[config.mk]
export PLATFORM = sky130hd
export DESIGN_NAME = lift_level_stepper
export DESIGN_NICKNAME = d
export VERILOG_FILES = /design/src/sv/lls_pkg.sv /design/src/sv/lls_cfg.sv /design/src/sv/lls_core.sv /design/src/sv/lls_out_buf.sv /design/src/sv/lift_level_stepper.sv
export SDC_FILE = /design/constraint.sdc
export NUM_CORES = 1
export LEC_CHECK = 0
export BUFFER_PORTS_ARGS = -buffer_cell sky130_fd_sc_hd__buf_4
export CORE_MARGIN = 2
export CORE_UTILIZATION = 35
export DETAILED_ROUTE_END_ITERATION = 8
export PLACE_DENSITY = 0.6
export SYNTH_ARGS = -nofsm -noshare
export SYNTH_HDL_FRONTEND = slang
export SYNTH_HIERARCHICAL = 1
export SYNTH_SLANG_ARGS = --single-unit
[constraint.sdc]
create_clock -name clk -period 5.1 [get_ports clk]
set_input_delay 1.53 -clock clk [delete_from_list [all_inputs] [get_ports clk]]
set_output_delay 1.53 -clock clk [all_outputs]
set_load 0.02 [all_outputs]
[src/sv/lls_pkg.sv]
// ----------------------------------------------------------------------------
// lls_pkg: shared types and constants of the lift level stepper
// command codes, phase codes, fault codes, register map and reset values
// ----------------------------------------------------------------------------
package lls_pkg;

	localparam int MAX_LEVELS_DEF = 8;
	localparam int TIMER_BITS_DEF = 16;

	localparam int KIND_W  = 3;
	localparam int LVL_W   = 5;
	localparam int DRIVE_W = 9;
	localparam int SPEED_W = 8;
	localparam int STAB_W  = 8;
	localparam int TOUT_W  = 16;
	localparam int CFG_IDX_W  = 3;
	localparam int CFG_DATA_W = 16;

	// reset values of the configuration registers
	localparam logic [STAB_W-1:0]  STABLE_SAMPLES_RST  = 8'd5;
	localparam logic [TOUT_W-1:0]  PHASE_TIMEOUT_RST   = 16'd1000;
	localparam logic [TOUT_W-1:0]  HOME_TIMEOUT_RST    = 16'd3000;
	localparam logic [SPEED_W-1:0] UP_SPEED_RST        = 8'd128;
	localparam logic [SPEED_W-1:0] DOWN_SPEED_RST      = 8'd96;
	localparam logic [SPEED_W-1:0] OVR_UP_SPEED_RST    = 8'd128;
	localparam logic [SPEED_W-1:0] OVR_DOWN_SPEED_RST  = 8'd96;

	// pending task encoding: signed level count, or the home marker
	localparam logic [LVL_W-1:0] TASK_NONE = 5'd0;
	localparam logic [LVL_W-1:0] TASK_HOME = 5'd16;

	typedef enum logic [KIND_W-1:0] {
		KIND_TICK     = 3'd0,
		KIND_MOVE     = 3'd1,
		KIND_HOME     = 3'd2,
		KIND_OVR_UP   = 3'd3,
		KIND_OVR_DOWN = 3'd4,
		KIND_OVR_STOP = 3'd5,
		KIND_OVR_END  = 3'd6
	} kind_t;

	typedef enum logic [1:0] {
		PH_IDLE  = 2'd0,
		PH_LEAVE = 2'd1,
		PH_SEEK  = 2'd2,
		PH_HOME  = 2'd3
	} phase_t;

	typedef enum logic [1:0] {
		FAULT_NONE  = 2'd0,
		FAULT_LEAVE = 2'd1,
		FAULT_SEEK  = 2'd2,
		FAULT_HOME  = 2'd3
	} fault_t;

	typedef enum logic [CFG_IDX_W-1:0] {
		REG_STABLE_SAMPLES = 3'd0,
		REG_PHASE_TIMEOUT  = 3'd1,
		REG_HOME_TIMEOUT   = 3'd2,
		REG_UP_SPEED       = 3'd3,
		REG_DOWN_SPEED     = 3'd4,
		REG_OVR_UP_SPEED   = 3'd5,
		REG_OVR_DOWN_SPEED = 3'd6
	} cfg_idx_t;

	typedef struct packed {
		logic [STAB_W-1:0]  stable_samples;
		logic [TOUT_W-1:0]  phase_timeout_ticks;
		logic [TOUT_W-1:0]  home_timeout_ticks;
		logic [SPEED_W-1:0] up_speed;
		logic [SPEED_W-1:0] down_speed;
		logic [SPEED_W-1:0] override_up_speed;
		logic [SPEED_W-1:0] override_down_speed;
	} cfg_t;

	typedef struct packed {
		logic signed [DRIVE_W-1:0] motor_drive;
		logic                      gate_open;
		logic                      busy_res;
		fault_t                    fault;
	} res_t;

endpackage

[src/sv/lls_cfg.sv]
// ----------------------------------------------------------------------------
// lls_cfg: configuration register file
// seven write-only registers loaded from the plain write port
// ----------------------------------------------------------------------------
module lls_cfg
	import lls_pkg::*;
(
	input  logic                  clk,
	input  logic                  arst_n,
	input  logic                  cfg_wr_en,
	input  logic [CFG_IDX_W-1:0]  cfg_index,
	input  logic [CFG_DATA_W-1:0] cfg_data,
	output cfg_t                  cfg
);

	cfg_t cfg_q;

	always_ff @(posedge clk or negedge arst_n) begin
		if (!arst_n) begin
			cfg_q.stable_samples      <= STABLE_SAMPLES_RST;
			cfg_q.phase_timeout_ticks <= PHASE_TIMEOUT_RST;
			cfg_q.home_timeout_ticks  <= HOME_TIMEOUT_RST;
			cfg_q.up_speed            <= UP_SPEED_RST;
			cfg_q.down_speed          <= DOWN_SPEED_RST;
			cfg_q.override_up_speed   <= OVR_UP_SPEED_RST;
			cfg_q.override_down_speed <= OVR_DOWN_SPEED_RST;
		end else if (cfg_wr_en) begin
			case (cfg_idx_t'(cfg_index))
				REG_STABLE_SAMPLES: cfg_q.stable_samples <= cfg_data[STAB_W-1:0];
				REG_PHASE_TIMEOUT:  cfg_q.phase_timeout_ticks <= cfg_data[TOUT_W-1:0];
				REG_HOME_TIMEOUT:   cfg_q.home_timeout_ticks <= cfg_data[TOUT_W-1:0];
				REG_UP_SPEED:       cfg_q.up_speed <= cfg_data[SPEED_W-1:0];
				REG_DOWN_SPEED:     cfg_q.down_speed <= cfg_data[SPEED_W-1:0];
				REG_OVR_UP_SPEED:   cfg_q.override_up_speed <= cfg_data[SPEED_W-1:0];
				REG_OVR_DOWN_SPEED: cfg_q.override_down_speed <= cfg_data[SPEED_W-1:0];
				default: ;
			endcase
		end
	end

	assign cfg = cfg_q;

endmodule

[src/sv/lls_core.sv]
// ----------------------------------------------------------------------------
// lls_core: lift sequencer state and single-pass step logic
// applies one request to the sequencer state and forms its result
// ----------------------------------------------------------------------------
module lls_core
	import lls_pkg::*;
#(
	parameter int MAX_LEVELS = MAX_LEVELS_DEF,
	parameter int TIMER_BITS = TIMER_BITS_DEF
)
(
	input  logic              clk,
	input  logic              arst_n,
	input  cfg_t              cfg,
	input  logic              step,
	input  logic [KIND_W-1:0] kind,
	input  logic signed [LVL_W-1:0] level_delta,
	input  logic              beam_blocked,
	input  logic              top_limit,
	input  logic              bottom_limit,
	output res_t              res
);

	localparam int CMP_W = (TIMER_BITS > TOUT_W) ? TIMER_BITS : TOUT_W;
	localparam logic [TIMER_BITS-1:0] TMAX = {TIMER_BITS{1'b1}};
	localparam logic signed [LVL_W-1:0] MAX_S = LVL_W'(MAX_LEVELS);
	localparam logic signed [LVL_W-1:0] ONE_S = LVL_W'(1);
	localparam logic [STAB_W-1:0] STAB_MAX = {STAB_W{1'b1}};

	phase_t                    phase_q, phase_d;
	logic signed [LVL_W-1:0]   levels_q, levels_d;
	logic [LVL_W-1:0]          pend_q, pend_d;
	logic [STAB_W-1:0]         stab_q, stab_d;
	logic [TIMER_BITS-1:0]     ticks_q, ticks_d;
	logic                      ovr_q, ovr_d;
	logic                      busy_q, busy_d;
	logic signed [DRIVE_W-1:0] drive_q, drive_d;
	logic                      gate_q, gate_d;
	fault_t                    fault;

	logic                      up, lim_hit, want, stab_done;
	logic [TIMER_BITS-1:0]     tick_inc;
	logic [STAB_W-1:0]         stab_inc;
	logic                      home_to, phase_to;
	logic signed [LVL_W-1:0]   lv_next, delta_sat;
	logic                      do_start, st_up;
	logic signed [LVL_W-1:0]   start_lv;
	logic signed [DRIVE_W-1:0] up_drive, down_drive;

	// shared datapath pieces
	always_comb begin
		up       = (levels_q > 0);
		lim_hit  = up ? top_limit : bottom_limit;
		tick_inc = (ticks_q != TMAX) ? ticks_q + 1'b1 : ticks_q;
		home_to  = (CMP_W'(tick_inc) >= CMP_W'(cfg.home_timeout_ticks)) || (tick_inc == TMAX);
		phase_to = (CMP_W'(tick_inc) >= CMP_W'(cfg.phase_timeout_ticks)) || (tick_inc == TMAX);
		want     = (phase_q == PH_LEAVE) ? !beam_blocked : beam_blocked;
		if (!want)
			stab_inc = '0;
		else if (stab_q != STAB_MAX)
			stab_inc = stab_q + 1'b1;
		else
			stab_inc = stab_q;
		stab_done = (stab_inc > cfg.stable_samples);
		lv_next   = up ? levels_q - ONE_S : levels_q + ONE_S;
		if (level_delta > MAX_S)
			delta_sat = MAX_S;
		else if (level_delta < -MAX_S)
			delta_sat = -MAX_S;
		else
			delta_sat = level_delta;
		up_drive   = $signed({1'b0, cfg.up_speed});
		down_drive = -$signed({1'b0, cfg.down_speed});
	end

	// next state
	always_comb begin
		phase_d  = phase_q;
		levels_d = levels_q;
		pend_d   = pend_q;
		stab_d   = stab_q;
		ticks_d  = ticks_q;
		ovr_d    = ovr_q;
		busy_d   = busy_q;
		drive_d  = drive_q;
		gate_d   = gate_q;
		fault    = FAULT_NONE;
		do_start = 1'b0;
		start_lv = '0;
		st_up    = 1'b0;

		case (kind_t'(kind))
			KIND_TICK: begin
				case (phase_q)
					PH_IDLE: begin
						if (pend_q == TASK_HOME) begin
							pend_d  = TASK_NONE;
							phase_d = PH_HOME;
							ticks_d = '0;
							drive_d = down_drive;
							gate_d  = 1'b1;
						end else if (pend_q != TASK_NONE) begin
							pend_d   = TASK_NONE;
							do_start = 1'b1;
							start_lv = $signed(pend_q);
						end
					end
					PH_HOME: begin
						ticks_d = tick_inc;
						if (bottom_limit || home_to) begin
							if (!bottom_limit)
								fault = FAULT_HOME;
							else
								ticks_d = ticks_q;
							phase_d  = PH_IDLE;
							levels_d = '0;
							drive_d  = '0;
							gate_d   = 1'b0;
							busy_d   = 1'b0;
						end
					end
					default: begin
						if (lim_hit) begin
							phase_d  = PH_IDLE;
							levels_d = '0;
							drive_d  = '0;
							gate_d   = 1'b0;
							busy_d   = 1'b0;
						end else begin
							stab_d  = stab_inc;
							ticks_d = tick_inc;
							if (stab_done || phase_to) begin
								if (!stab_done)
									fault = (phase_q == PH_LEAVE) ? FAULT_LEAVE : FAULT_SEEK;
								stab_d  = '0;
								ticks_d = '0;
								if (phase_q == PH_LEAVE) begin
									phase_d = PH_SEEK;
								end else begin
									do_start = 1'b1;
									start_lv = lv_next;
								end
							end
						end
					end
				endcase
			end
			KIND_MOVE: begin
				if (!ovr_q && phase_q == PH_IDLE && level_delta != 0) begin
					pend_d = $unsigned(delta_sat);
					busy_d = 1'b1;
				end
			end
			KIND_HOME: begin
				if (!ovr_q && phase_q == PH_IDLE) begin
					pend_d = TASK_HOME;
					busy_d = 1'b1;
				end
			end
			KIND_OVR_UP, KIND_OVR_DOWN: begin
				phase_d  = PH_IDLE;
				levels_d = '0;
				pend_d   = TASK_NONE;
				ovr_d    = 1'b1;
				busy_d   = 1'b1;
				gate_d   = 1'b1;
				if (kind_t'(kind) == KIND_OVR_UP)
					drive_d = $signed({1'b0, cfg.override_up_speed});
				else
					drive_d = -$signed({1'b0, cfg.override_down_speed});
			end
			KIND_OVR_STOP: begin
				phase_d  = PH_IDLE;
				levels_d = '0;
				pend_d   = TASK_NONE;
				ovr_d    = 1'b1;
				drive_d  = '0;
				gate_d   = 1'b0;
			end
			KIND_OVR_END: begin
				if (ovr_q) begin
					ovr_d   = 1'b0;
					busy_d  = 1'b0;
					drive_d = '0;
					gate_d  = 1'b0;
				end
			end
			default: ;
		endcase

		// start the next level of a move, or end the move
		if (do_start) begin
			st_up = (start_lv > 0);
			if (start_lv == 0 || (st_up && top_limit) || (!st_up && bottom_limit)) begin
				phase_d  = PH_IDLE;
				levels_d = '0;
				drive_d  = '0;
				gate_d   = 1'b0;
				busy_d   = 1'b0;
			end else begin
				phase_d  = PH_LEAVE;
				levels_d = start_lv;
				stab_d   = '0;
				ticks_d  = '0;
				drive_d  = st_up ? up_drive : down_drive;
				gate_d   = 1'b1;
			end
		end
	end

	// outputs of the step
	always_comb begin
		res.motor_drive = drive_d;
		res.gate_open   = gate_d;
		res.busy_res    = busy_d;
		res.fault       = fault;
	end

	always_ff @(posedge clk or negedge arst_n) begin
		if (!arst_n) begin
			phase_q  <= PH_IDLE;
			levels_q <= '0;
			pend_q   <= TASK_NONE;
			stab_q   <= '0;
			ticks_q  <= '0;
			ovr_q    <= 1'b0;
			busy_q   <= 1'b0;
			drive_q  <= '0;
			gate_q   <= 1'b0;
		end else if (step) begin
			phase_q  <= phase_d;
			levels_q <= levels_d;
			pend_q   <= pend_d;
			stab_q   <= stab_d;
			ticks_q  <= ticks_d;
			ovr_q    <= ovr_d;
			busy_q   <= busy_d;
			drive_q  <= drive_d;
			gate_q   <= gate_d;
		end
	end

endmodule

[src/sv/lls_out_buf.sv]
// ----------------------------------------------------------------------------
// lls_out_buf: result register with skid stage
// holds up to two results so the input side stall comes from a register
// ----------------------------------------------------------------------------
module lls_out_buf
	import lls_pkg::*;
(
	input  logic clk,
	input  logic arst_n,
	input  logic push,
	input  res_t push_res,
	output logic full,
	output logic out_valid,
	input  logic out_stall,
	output res_t out_res
);

	logic main_valid_q, skid_valid_q;
	res_t main_q, skid_q;
	logic pop;

	assign pop = main_valid_q && !out_stall;

	always_ff @(posedge clk or negedge arst_n) begin
		if (!arst_n) begin
			main_valid_q <= 1'b0;
			skid_valid_q <= 1'b0;
		end else if (pop) begin
			if (skid_valid_q) begin
				skid_valid_q <= 1'b0;
			end else begin
				main_valid_q <= push;
			end
		end else if (push) begin
			if (main_valid_q)
				skid_valid_q <= 1'b1;
			else
				main_valid_q <= 1'b1;
		end
	end

	// payload registers, no reset
	always_ff @(posedge clk) begin
		if (pop) begin
			if (skid_valid_q)
				main_q <= skid_q;
			else if (push)
				main_q <= push_res;
		end else if (push) begin
			if (main_valid_q)
				skid_q <= push_res;
			else
				main_q <= push_res;
		end
	end

	assign full      = skid_valid_q;
	assign out_valid = main_valid_q;
	assign out_res   = main_q;

endmodule

[src/sv/lift_level_stepper.sv]
// ----------------------------------------------------------------------------
// lift_level_stepper: lift sequencer top level
// result path: a request's result is registered in the main result register when it is free, else in the skid entry
// throughput: one request per cycle while the skid entry is free; the step logic updates all state in one pass
// stall comes from the skid register only, so input and output sides are decoupled
// reset: async active low; lift idle, no override, registers at their defaults
// ----------------------------------------------------------------------------
module lift_level_stepper
	import lls_pkg::*;
#(
	parameter int MAX_LEVELS = MAX_LEVELS_DEF,
	parameter int TIMER_BITS = TIMER_BITS_DEF
)
(
	input  logic                      clk,
	input  logic                      arst_n,
	// configuration write port
	input  logic                      cfg_wr_en,
	input  logic [CFG_IDX_W-1:0]      cfg_index,
	input  logic [CFG_DATA_W-1:0]     cfg_data,
	// request channel
	input  logic                      in_valid,
	output logic                      in_stall,
	input  logic [KIND_W-1:0]         kind,
	input  logic signed [LVL_W-1:0]   level_delta,
	input  logic                      beam_blocked,
	input  logic                      top_limit,
	input  logic                      bottom_limit,
	// result channel
	output logic                      out_valid,
	input  logic                      out_stall,
	output logic signed [DRIVE_W-1:0] motor_drive,
	output logic                      gate_open,
	output logic                      busy_res,
	output logic [1:0]                fault
);

	cfg_t cfg;
	res_t step_res, out_res;
	logic buf_full;
	logic step;

	// a request is taken whenever the skid stage is free
	assign in_stall = buf_full;
	assign step     = in_valid && !buf_full;

	// register file for thresholds, timeouts and speeds
	lls_cfg u_cfg (
		.clk       (clk),
		.arst_n    (arst_n),
		.cfg_wr_en (cfg_wr_en),
		.cfg_index (cfg_index),
		.cfg_data  (cfg_data),
		.cfg       (cfg)
	);

	// sequencer: leave/seek phases per level, homing, override
	lls_core #(
		.MAX_LEVELS (MAX_LEVELS),
		.TIMER_BITS (TIMER_BITS)
	) u_core (
		.clk          (clk),
		.arst_n       (arst_n),
		.cfg          (cfg),
		.step         (step),
		.kind         (kind),
		.level_delta  (level_delta),
		.beam_blocked (beam_blocked),
		.top_limit    (top_limit),
		.bottom_limit (bottom_limit),
		.res          (step_res)
	);

	// result register plus skid entry
	lls_out_buf u_out (
		.clk       (clk),
		.arst_n    (arst_n),
		.push      (step),
		.push_res  (step_res),
		.full      (buf_full),
		.out_valid (out_valid),
		.out_stall (out_stall),
		.out_res   (out_res)
	);

	// unpack result fields onto their ports
	assign motor_drive = out_res.motor_drive;
	assign gate_open   = out_res.gate_open;
	assign busy_res    = out_res.busy_res;
	assign fault       = out_res.fault;

endmodule

# --- Word-level counts from Yosys, hierarchy flattened ---
# Index checks and enable logic that the tools add are counted.
classes:
  n_reduce_logical: 47
  bitwise_logic: 1
  n_addsub: 6
  magnitude_cmp: 7
  n_eq_ne: 30
  muxes: 105
op_table:
  columns: ["operator", "n"]
  rows:
  - ["$mux 16", 9]
  - ["$mux 5", 18]
  - ["$mux 9", 8]
  - ["$mux 13", 5]
  - ["$mux 8", 8]
  - ["$pmux 9 s4", 1]
  - ["$ge 16x16->1", 2]
  - ["$logic_not 32->1", 1]
  - ["$pmux 16 s2", 1]
  - ["$reduce_bool 32->1", 1]
  - ["$pmux 5 s2", 3]
  - ["$mux 1", 28]
  - ["$mux 2", 13]
  - ["$pmux 5 s4", 1]
  - ["$reduce_and 2->1", 10]
  - ["$eq 3x3->1 const B", 6]
  - ["$neg 8->9", 2]
  - ["$pmux 9 s2", 1]
  - ["$add 16x1->16 const B", 1]
  - ["$eq 16x16->1 const B", 1]
  - ["$ne 16x16->1 const B", 1]
  - ["$eq 3x2->1 const B", 4]
  - ["$ne 6x1->1 const B", 2]
  - ["$pmux 2 s2", 3]
  - ["36 further kinds", 66]
word_totals:
  input_bits: 35
  elab_cells: 222
  ff_bits: 148
  out_inout_bits: 15

# --- Longest topological paths before layout ---
depth:
  ltp_word: 18
  mapped_depth: 19
  mapped_depth_nobuf: 18

# --- Modules after synthesis ---
# The synthesis kept the hierarchy.
modules_own_cells:
  columns: ["mod", "area_per_inst_um2", "instances", "seq_area_each_um2", "cells_per_inst"]
  rows:
  - ["lls_core", 5851.9, 1, 1201.2, 775]
  - ["lls_cfg", 2880.3, 1, 1828.0, 160]
  - ["lls_out_buf", 1087.3, 1, 830.8, 51]
  - ["lift_level_stepper", 13.8, 1, 0.0, 1]

# --- Worst setup path before layout ---
# Ideal clock, no wire load.
synth_path:
  path_type: "input -> register"
  start: "input beam_blocked"
  end: "register u_out.main_q (netlist bit u_out/out_res[11]) (data pin)"
  path_stages: 13
  arrival_time_ps: 4455
  setup_ps: 260
  n_path_buf: 0
  t_required_ps: 4840
  setup_slack_ps: 384
  cell_sequence: "xnor2_1 > a41o_1 > nor2_1 > ha_1 > nand2_1 > o32a_1 > a21boi_0 > a2111oi_1 > a21boi_2 > and2b_1 > a22o_1 > or2_2 > mux2_4"
synth_lines:
  columns: ["item", "line", "text"]
  rows:
  - ["start: declaration", "lift_level_stepper.sv:26", "input logic beam_blocked,"]
  - ["end signal: assignment", "lls_out_buf.sv:46", "main_q <= skid_q;"]
  - ["end signal: assignment", "lls_out_buf.sv:48", "main_q <= push_res;"]
  - ["end signal: assignment", "lls_out_buf.sv:53", "main_q <= push_res;"]
  - ["end: declaration", "lls_out_buf.sv:19", "res_t main_q, skid_q;"]

==> metrics.md <==
| Metric | Value |
|---|---|
| CP Cell Sequence | `ha_1 > nand3_1 > nor2_1 > nand2_1 > nand4_1 > nor2_1 > xor2_1 > ha_1 > and3_1 > a31o_2 > o2111a_1 > a2111oi_1 > buf_4 > a21boi_2 > and2b_1 > buf_4 > a221o_1 > mux2_4` |
| Post-Syn Instances | `987` |
| Clock tree from TritonCTS | `built` |
| Wire length of the first global-routing pass | `41400 um` |
| Area of the core | `0.0277 sq mm` |
| Initial antenna violation count | `0` |
| Global route total overflow | `0` |
| Type of the tightest min-delay check | `flop to flop` |
| Gp weighted congestion | `0.877` |
| Detailed-route DRC error count | `0` |
| Vias in the first global route | `7542` |
| Max Root-Sink Buffers | `2` |
| Number of search-and-repair iterations in the first detailed-routing pass | `5` |
| Flip-flop cell with the highest count after synthesis | `sky130_fd_sc_hd__dfrtp_1` |
| EDFF count, synth | `26` |
| Setup slack of the worst register-to-register path | `approximately 0.29 ns` |
| Final setup violation count | `0` |
| Worst Hold Path Cells | `1` |
| Initial core utilization | `0.355` |
| Area of the die | `0.0295 sq mm` |
| Via count of the routed design | `7981` |
| Horiz. Die Dim | `172 um` |
| Tmin final | `around 4.8 ns` |
| Total Wirelength | `25900 um` |
| Buffers & Inverters on Critical Path | `2` |
| Top-count cell post-synth | `sky130_fd_sc_hd__nand2_1` |
| Proportion of layout cells with a drive suffix above 1 | `0.238` |
| Post-CTS Repair Setup Buffers | `0` |
| Capture instance of the worst register-to-register path | `u_out/out_res[4]` |
| Antenna Cells | `0` |
| Site row count | `61` |
| Final Cycle Share | `0.944` |
| Cell types occupying the most area after synthesis | `sky130_fd_sc_hd__dfrtp_1, sky130_fd_sc_hd__edfxtp_1, sky130_fd_sc_hd__mux2_2` |
| Hold Violations, Final | `0` |
| Total power | `0.00529 W` |
| Maximum net fanout on the critical path | `13` |
| Total Routing Usage GR | `0.180` |
| Critical path class | `flop to flop` |
| ANT nets after route | `0` |
| Async SR Flop Fraction | `0.824` |
| Worst hold path startpoint | `u_core/drive_q[8]` |
| Global routing met1 resource utilization | `0.248` |
| Top Usage Layer GRT | `met2` |
| Distinct cells, synth | `84` |
| Clock slew at reported path FFs | `0.07 ns` |
| WP data arrival | `5.00 ns` |
| Worst slack at placement | `0.198 ns` |
| Met2 capacity usage during global routing | `0.280` |
| Worst slew pin tran | `0.938 ns` |
| Pin count of the biggest net entering global routing | `around 120` |
| Signed area change from the synthesized netlist to the final layout | `13.6%` |
| Sequential-to-total area share from yosys stat | `0.393` |
| Later-pin clock latency in the skew report | `0.44 ns` |
| Number of sinks driven by the clock tree | `between 100 and 150` |
| Register bit count reported by yosys | `148` |
| Count of port buffers added during placement | `49` |
| Number of top-level pins | `50` |
| Lkg Pwr | `~4.9 nW` |
| R2R cell count | `18` |
| Maximum Capacitance Violations | `0` |
| Synth top area share | `0.257` |
| Total of fill cells in the finished design | `about 2700` |
| End-of-flow core utilization | `0.403` |
| Nature of the critical path startpoint | `flop` |
| Number of vias per cell | `between 5 and 6` |
| Fin. max-slew vios | `0` |
| Total nets after synthesis | `1073` |
| Max transition margin | `0.373` |
| Sum Neg Setup Slack | `0 ns` |
| Wire length per cell after detailed routing | `18.3 um` |
| Crit-path leading delay family | `compound AO/OA/AOI/OAI gates` |
| Highest-delay cell along the critical path | `sky130_fd_sc_hd__a2111oi_1` |
| Post-synth top area cell | `sky130_fd_sc_hd__dfrtp_1` |
| Startpoint of the lowest-slack register-to-register path | `u_core/ticks_q[0]` |
| H-tree depth | `4` |
| Top achievable clock speed | `208 MHz` |
| Global Route met3 Usage | `0.0364` |
| Cell Pwr Density | `between 400 and 500 mW/mm^2` |
| Post-cts repair resize count | `0` |
| Maximum cell stage delay along the critical path | `about 0.43 ns` |
| Inserted Clock Buffers | `17` |
| Crit. End Element | `flop` |
| Hold-fix buffers at CTS | `0` |
| Final HPWL DP | `18400 um` |
| Worst hold endpoint | `u_core/drive_q[8]` |
| Vertical die dimension | `172 um` |
| Required time worst endpoint | `5.29 ns` |
| Number of nets in the final layout | `1110` |
| Netlist Area Pre-Place | `about 0.0098 sq mm` |
| Ranking of synthesized cells by instance count | `sky130_fd_sc_hd__nand2_1, sky130_fd_sc_hd__dfrtp_1, sky130_fd_sc_hd__inv_1, sky130_fd_sc_hd__mux2_2, sky130_fd_sc_hd__a21oi_1` |
| Final worst setup slack | `roughly 0.29 ns` |
| Count of cell instances traversed by the critical path | `18` |
| Warnings, synthesis | `6` |
| Maximum ir drop on the vdd rail | `approximately 0.36 mV` |
| Average size of a mapped cell | `9.96 sq um` |
| DRC violation total after the first TritonRoute iteration | `around 800` |
| Status | `finished, final reports clean` |
| Worst clock skew | `around 0.013 ns` |
| Root buffer cell | `sky130_fd_sc_hd__clkbuf_16` |
metal layers:
layer / routed length, um / share of wire
met5: 0 / 0
met4: 673 / 0.026
met3: 1560 / 0.060
met2: 11800 / 0.46
met1: 11900 / 0.46
cell type report:
class,count,area [sq um],area share
clock buffers,17,425,0.0381
clock inverters,15,160,0.0143
inverters,61,229,0.0205
multi-input cells,720,5440,0.487
flip-flops and latches,148,3860,0.345
well taps,378,473,0.0423
repair buffers,76,583,0.0522
kinds of logic after synthesis:
group,share of synthesized area
compound gates,0.173
xor+xnor,0.0240
fa+ha+maj,0.0657
buf+inv,0.0555
flops,0.393
mux,0.127
simple gates,0.162
power breakdown:
| part | leakage, nW | internal [W] | switching [W] | total, W |
|---|---|---|---|---|
| Combinational | 2.83 | 0.000936 | 0.00126 | 0.00220 |
| Sequential | 1.74 | 0.00156 | 0.000293 | 0.00185 |
| Clock | 0.285 | 0.000654 | 0.000596 | 0.00125 |
| Total | 4.85 | 0.00315 | 0.00215 | 0.00529 |
state kept, by name (all words and copies together), names as in the netlist:
register	cells
u_cfg/cfg	72
u_core/busy_q	1
u_core/drive_q	9
u_core/gate_q	1
u_core/levels_q	5
u_core/ovr_q	1
u_core/pend_q	5
u_core/phase_q	2
u_core/stab_q	8
u_core/ticks_q	16
u_out/full	1
u_out/out_res	13
u_out/out_valid	1
u_out/skid_q	13
cell usage in the layout, fill, tap and decap left out, types with 10 or more instances in the layout:
master	instances
sky130_fd_sc_hd__o41ai_1	17
sky130_fd_sc_hd__ha_1	50
sky130_fd_sc_hd__a211oi_1	10
sky130_fd_sc_hd__xnor2_1	16
sky130_fd_sc_hd__nor4_1	12
sky130_fd_sc_hd__clkbuf_16	17
sky130_fd_sc_hd__a31oi_1	18
sky130_fd_sc_hd__mux2_2	61
sky130_fd_sc_hd__nand4_1	13
sky130_fd_sc_hd__a221oi_1	15
sky130_fd_sc_hd__mux2i_1	10
sky130_fd_sc_hd__nand2b_1	18
sky130_fd_sc_hd__xor2_1	10
sky130_fd_sc_hd__nor2_1	46
sky130_fd_sc_hd__a21oi_1	54
sky130_fd_sc_hd__dfstp_2	21
sky130_fd_sc_hd__nand3_1	15
sky130_fd_sc_hd__nor3_1	20
sky130_fd_sc_hd__a21o_1	16
sky130_fd_sc_hd__nor2b_1	10
sky130_fd_sc_hd__edfxtp_1	26
sky130_fd_sc_hd__buf_4	75
sky130_fd_sc_hd__and3_1	10
sky130_fd_sc_hd__inv_1	61
sky130_fd_sc_hd__nand2_1	103
sky130_fd_sc_hd__o21ai_0	43
sky130_fd_sc_hd__dfrtp_1	101
sky130_fd_sc_hd__mux2_4	31
sky130_fd_sc_hd__a22o_1	10
how the worst max path moves through the flow:
| stage | from | endpoint |
|---|---|---|
| floorplan | beam_blocked | u_out/out_res[11] |
| detailed placement | beam_blocked | u_out/out_res[4] |
| global route | u_core/ticks_q[0] | u_out/out_res[7] |
| CTS | u_core/ticks_q[11] | u_out/out_res[4] |
| global placement | beam_blocked | u_out/out_res[4] |
| finish | u_core/ticks_q[0] | u_out/out_res[4] |
stage by stage:
stage	hold WS, ns	cell area, sq um	cells
after CTS	0.500	11200	1415
final	0.499	11200	1415
after detailed placement	0.483	10600	1383
after global placement	0.471	10600	1383
after global routing	0.523	11200	1415
after floorplan	0.452	9830	987
Power figures use the tool's default switching activity.
